<file path="src/sv/qte_pkg.sv">
// Quaternion to Euler converter: shared widths, constants and helpers.
// Holds the CORDIC arctangent table and the Q3.30 to Q3.13 rounding.
// No dependencies.
package qte_pkg;

  localparam int QW   = 16;
  localparam int PW   = 32;
  localparam int PRW  = 32;
  localparam int NW   = 34;
  localparam int DW   = 33;
  localparam int SW   = 30;
  localparam int RADW = 57;
  localparam int SQW  = 29;
  localparam int OW   = 34;
  localparam int CW   = 38;
  localparam int ZW   = 34;
  localparam int RW   = 17;
  localparam int AXW  = 16;
  localparam int AYW  = 15;

  localparam logic signed [NW-1:0] ONE_Q28   = NW'(64'sd268435456);
  localparam logic signed [ZW-1:0] HALF_PI   = ZW'(64'sd1686629713);
  localparam logic signed [RW-1:0] LIM_XZ    = RW'(25736);
  localparam logic signed [RW-1:0] LIM_Y     = RW'(12868);
  localparam logic [RADW-1:0]      ONE_SQ    = {1'b1, {(RADW-1){1'b0}}};

  function automatic logic signed [ZW-1:0] atan_tab(input int unsigned i);
    logic signed [ZW-1:0] v;
    case (i)
      0:  v = ZW'(843314856);
      1:  v = ZW'(497837829);
      2:  v = ZW'(263043836);
      3:  v = ZW'(133525158);
      4:  v = ZW'(67021686);
      5:  v = ZW'(33543515);
      6:  v = ZW'(16775850);
      7:  v = ZW'(8388437);
      8:  v = ZW'(4194282);
      9:  v = ZW'(2097149);
      10: v = ZW'(1048575);
      11: v = ZW'(524287);
      12: v = ZW'(262143);
      13: v = ZW'(131071);
      14: v = ZW'(65535);
      15: v = ZW'(32767);
      16: v = ZW'(16383);
      17: v = ZW'(8191);
      18: v = ZW'(4095);
      19: v = ZW'(2047);
      20: v = ZW'(1023);
      21: v = ZW'(511);
      22: v = ZW'(255);
      23: v = ZW'(127);
      24: v = ZW'(63);
      25: v = ZW'(31);
      26: v = ZW'(15);
      27: v = ZW'(7);
      28: v = ZW'(3);
      29: v = ZW'(1);
      default: v = '0;
    endcase
    return v;
  endfunction

  function automatic logic signed [RW-1:0] to_q13(input logic signed [ZW-1:0] a,
                                                  input logic signed [RW-1:0] lim);
    logic signed [ZW-1:0] sum;
    logic signed [RW-1:0] r;
    sum = a + ZW'(65536);
    r   = sum[ZW-1:ZW-RW];
    if (r > lim) begin
      r = lim;
    end else if (r < -lim) begin
      r = -lim;
    end
    return r;
  endfunction

endpackage

</file>
<file path="src/sv/qte_sqrt.sv">
// Pipelined integer square root, one result bit per stage.
// Depends on qte_pkg for widths.
module qte_sqrt (
  input  logic                         clk_i,
  input  logic                         en_i,
  input  logic [qte_pkg::RADW-1:0]     rad_i,
  output logic [qte_pkg::SQW-1:0]      root_o
);

  localparam int TW = qte_pkg::RADW + 2;

  logic [qte_pkg::RADW-1:0] rem_q  [qte_pkg::SQW];
  logic [qte_pkg::SQW-1:0]  root_q [qte_pkg::SQW];

  for (genvar j = 0; j < qte_pkg::SQW; j++) begin : g_step
    localparam int K = qte_pkg::SQW - 1 - j;
    logic [qte_pkg::RADW-1:0] rem_in;
    logic [qte_pkg::SQW-1:0]  root_in;
    logic [TW-1:0]            term;

    if (j == 0) begin : g_first
      assign rem_in  = rad_i;
      assign root_in = '0;
    end else begin : g_next
      assign rem_in  = rem_q[j-1];
      assign root_in = root_q[j-1];
    end

    assign term = (TW'(root_in) << (K + 1)) | (TW'(1) << (2 * K));

    always_ff @(posedge clk_i) begin
      if (en_i) begin
        if (TW'(rem_in) >= term) begin
          rem_q[j]  <= rem_in - term[qte_pkg::RADW-1:0];
          root_q[j] <= root_in | (qte_pkg::SQW'(1) << K);
        end else begin
          rem_q[j]  <= rem_in;
          root_q[j] <= root_in;
        end
      end
    end
  end

  assign root_o = root_q[qte_pkg::SQW-1];

endmodule

</file>
<file path="config.mk">
export PLATFORM = sky130hd
export DESIGN_NAME = qte_sqrt
export DESIGN_NICKNAME = d
export VERILOG_FILES = /design/src/sv/qte_pkg.sv /design/src/sv/qte_sqrt.sv
export SDC_FILE = /design/constraint.sdc
export NUM_CORES = 2
export LEC_CHECK = 0
export BUFFER_PORTS_ARGS = -buffer_cell sky130_fd_sc_hd__buf_2
export CAP_MARGIN = 20
export CORE_UTILIZATION = 30
export CTS_BUF_LIST = sky130_fd_sc_hd__clkbuf_16
export CTS_CLUSTER_SIZE = 10
export DETAILED_ROUTE_END_ITERATION = 8
export PLACE_DENSITY = 0.55
export SYNTH_ARGS = -nofsm -noshare
export SYNTH_HDL_FRONTEND = slang
export SYNTH_SLANG_ARGS = --single-unit
</file>
<file path="constraint.sdc">
create_clock -name clk_i -period 5 [get_ports clk_i]
set_clock_uncertainty 0.05 [all_clocks]
set_input_delay 0.25 -clock clk_i [delete_from_list [all_inputs] [get_ports clk_i]]
set_output_delay 0.25 -clock clk_i [all_outputs]
set_load 0.1 [all_outputs]
</file>
==> qor.yml <==
fp.dieH_um: 574
die-width_um: 574
setup_viol: 0
timing.final.crit_period_ns: 4.33
areaGrowthSynthToFinish_pct: 13.9
critical_path_arrival_ns: 4.84
detail_route.vias_per_cell: 4.98
synth_async_sr_flop_share: 0
vdd_ir_drop_max_v: 0.000297
final.setup.tns_ns: 0
comb_power_share: 0.209
synth_area_mm2: 0.0983
placedCellCount: 12200
synth_sequential_area_ratio: 0.621
power_per_cell_area_mw_per_mm2: 432
drv_slew: 0
floorplan.initialDensity: 0.302
first_global_vias: 64900
power.share.switching: 0.295
cts_buffers: 238
grt_start_max_net_pins: 187
routability_congestion_estimate_from_global_placement: 0.923
cpPeakStageDelay_ns: 1.04
highest_routed_layer: "met4"
finish.net_count: 8785
clkLatencyLatePin_ns: 0.94
synth_ff_type: "edfxtp_1"
clockPowerShare: 0.309
cts-resized-gates: 0
first_iter_violations: 4165
synth_largest_type_area_fraction: 0.621
met1_length_um: 90600
cap_viol_max_count: 0
final_min_period_over_clock_period: 0.866
pre_cts_slack_ns: 0.725
cp_data_required_time_ns: 5.51
grt_util_all_layers: 0.151
clock.fmax_ghz: 0.231
syn_nets: 8424
multi_input_comb_area_mm2: 0.0346
sequentialPowerShare: 0.482
layout.filler_cells: 31500
worst_setup_hold_path_clk_slew_ns: 0.06
postLayoutSetupSlackWorst_ns: 0.668
worst_pin_slew_ns: 1.19
grt_antenna_before_repair: 4
p_int_mw: 34.1
clock-root-buffer: "clkbuf_16"
synthesis.area_per_instance_um2: 12.4
drc_errors: 0
critPathMaxFanout: 9
dr_total_vias: 63000
path_class: "reg2reg"
layout.area.seq_mm2: 0.0610
synth.yosys.warnings: 0
syn_inst: 7905
final_hold_viol_count: 0
worstHoldPathType: "in2reg"
synth-edff-count: 2031
post-synth-top-area-cell: "edfxtp_1"
dr_wl_met2_um: 142000
pin_count: 88
yosysUniqueCellTypes: 108
final_layout_size_suffix_gt1_frac: 0.0688
synth.ff_latch_count: 2031
area_contributors_post_synth: "edfxtp_1, ha_1, xnor2_1"
core-area_mm2: 0.325
critical_path.endpoint_type: "flip-flop"
row_count: 209
power.leakage_nw: 40.7
totalWireLength_um: 255000
met3RoutedLength_um: 7770
antenna_violating_nets_post_route: 0
timing.hold.ws_ns: 0.0626
slew-limit-headroom: 0.199
gr-total-overflow: 0
floorplan.die_area_mm2: 0.330
hpwl_um: 196000
setup.worst_path.start_class: "flip-flop"
clkSinkCount: 2031
average_wire_per_cell_in_the_routed_design_um: 20.1
drt_pre_antenna_iters: 6
h_tree_level_count: 4
postCtsSetupRepairBufs: 0
rsz0062_at_grt: "false"
crit_chain: "ha_1 -> nor2b_1 -> o21ai_0 -> a21boi_0 -> o311ai_0 -> a21oi_1 -> a311o_1 -> a211oi_4 -> nand3_1 -> xnor2_1"
layoutNonFillerInstCount: 12700
outcome: "finished, final reports clean"
grt_pass1_wl_um: 384000
p_sw_mw: 14.3
place.port_buffers: 87
cts_buffer_depth: 4
slowest_stage_cell_on_the_critical_path: "o311ai_0"
tritoncts_clock_tree: "done"
==> cell usage after synthesis (11+ instances only) <==
cell type  instances
a2111oi_0         12
a211o_1           16
a211oi_1          38
a21boi_0          20
a21o_1           150
a21oi_1          396
a31o_2            12
a31oi_1           34
and2_1            26
and3_1            38
and4_1            20
buf_2             27
clkbuf_1         147
edfxtp_1        2031
ha_1             460
inv_1            552
mux2_2            43
nand2_1          631
nand2b_1          89
nand3_1          158
nand3b_1          28
nand4_1          127
nand4b_1          25
nor2_1           444
nor2b_1           71
nor3_1           235
nor3b_1           21
nor4_1           286
nor4b_1           48
o211ai_1          27
o21a_1            82
o21ai_0          472
o21bai_1          40
o31a_1            11
o31ai_1           40
or2_2             21
or3_1             69
or4_1             60
xnor2_1          364
xor2_1           326
==> registers in the layout, indices dropped and copies added, names as in the netlist <==
name and count:
root_q 435, rem_q 1596
==> what timing repair did <==
action                                 in CTS  in global routing
endpoints found under the hold margin     112                  0
setup endpoints to repair                   0                  0
hold buffers                              114                  0
==> layer usage <==
layer,global-route usage,up-vias
met5,0,-
met4,0.0808,0
met3,0.0182,590
met2,0.303,1448
met1,0.148,30600
li1,-,30300
==> placed cells by master (no fill, tap or decap), types with 150 or more instances in the layout <==
master,synthesis,routed
xnor2_1,364,364
xor2_1,326,326
ha_1,460,460
a21o_1,150,150
nor3_1,235,234
clkbuf_16,0,241
a21oi_1,396,395
nor2_1,444,444
nand2_1,631,631
edfxtp_1,2031,2031
nand3_1,158,158
inv_1,552,574
nor4_1,286,284
o21ai_0,472,472
==> power by group through the flow <==
stage / Clock (mW) / Sequential (mW) / Combinational [mW]
4_1_cts: 15.4 / 23.3 / 10.1
2_1_floorplan: 0 / 22.9 / 7.38
3_5_place_dp: 0 / 23.7 / 10.0
5_1_grt: 15.9 / 23.5 / 11.2
3_3_place_gp: 0 / 23.6 / 9.91
6_report: 14.9 / 23.3 / 10.1
==> path summary, 6_finish.rpt <==
check	startpoint	end	slack, ns	depth (start not counted)
worst max-delay path	rem_q[1][409]$_DFFE_PP_	rem_q[1][510]$_DFFE_PP_	0.67	10
worst min-delay path	rad_i[56]	root_q[0][28]$_DFFE_PP_	0.06	3
worst max register to register	rem_q[1][409]$_DFFE_PP_	rem_q[1][510]$_DFFE_PP_	0.67	10
worst min register to register	rem_q[0][462]$_DFFE_PP_	rem_q[0][519]$_DFFE_PP_	0.35	0
==> metrics by stage <==
step / total power, mW / cell area, um^2 / util
global placement: 33.6 / 104000 / 0.321
finish: 48.3 / 112000 / 0.344
global route: 50.7 / 112000 / 0.344
floorplan: 30.3 / 98300 / -
detailed placement: 33.7 / 104000 / 0.321
CTS: 48.8 / 112000 / 0.344
==> layout make-up <==
type                    count  area share
inverters                 553      0.0185
well taps                4325      0.0484
clock buffers             241      0.0539
clock inverters            58     0.00306
multi-input cells        5141       0.309
diodes                      4   0.0000894
flip-flops and latches   2031       0.545
repair buffers            301      0.0221
==> cell families after synthesis <==
group / synth area share
and+or+nand+nor: 0.130
DFF: 0.621
AOI/OAI and AO/OA: 0.0955
buffers and inverters: 0.0285
xor gates and xnor gates: 0.0615
adders and majority gates: 0.0586
muxes: 0.00596
==> worst max-delay path: cells and delay by family, from the launching register on <==
kind	cells	cell delay, ns
simple gates	2	0.33
flops	1	0.39
fa+ha+maj	1	0.38
compound gates	6	2.73
xor+xnor	1	0.18
Note: power is estimated with default switching activity, not from simulation.
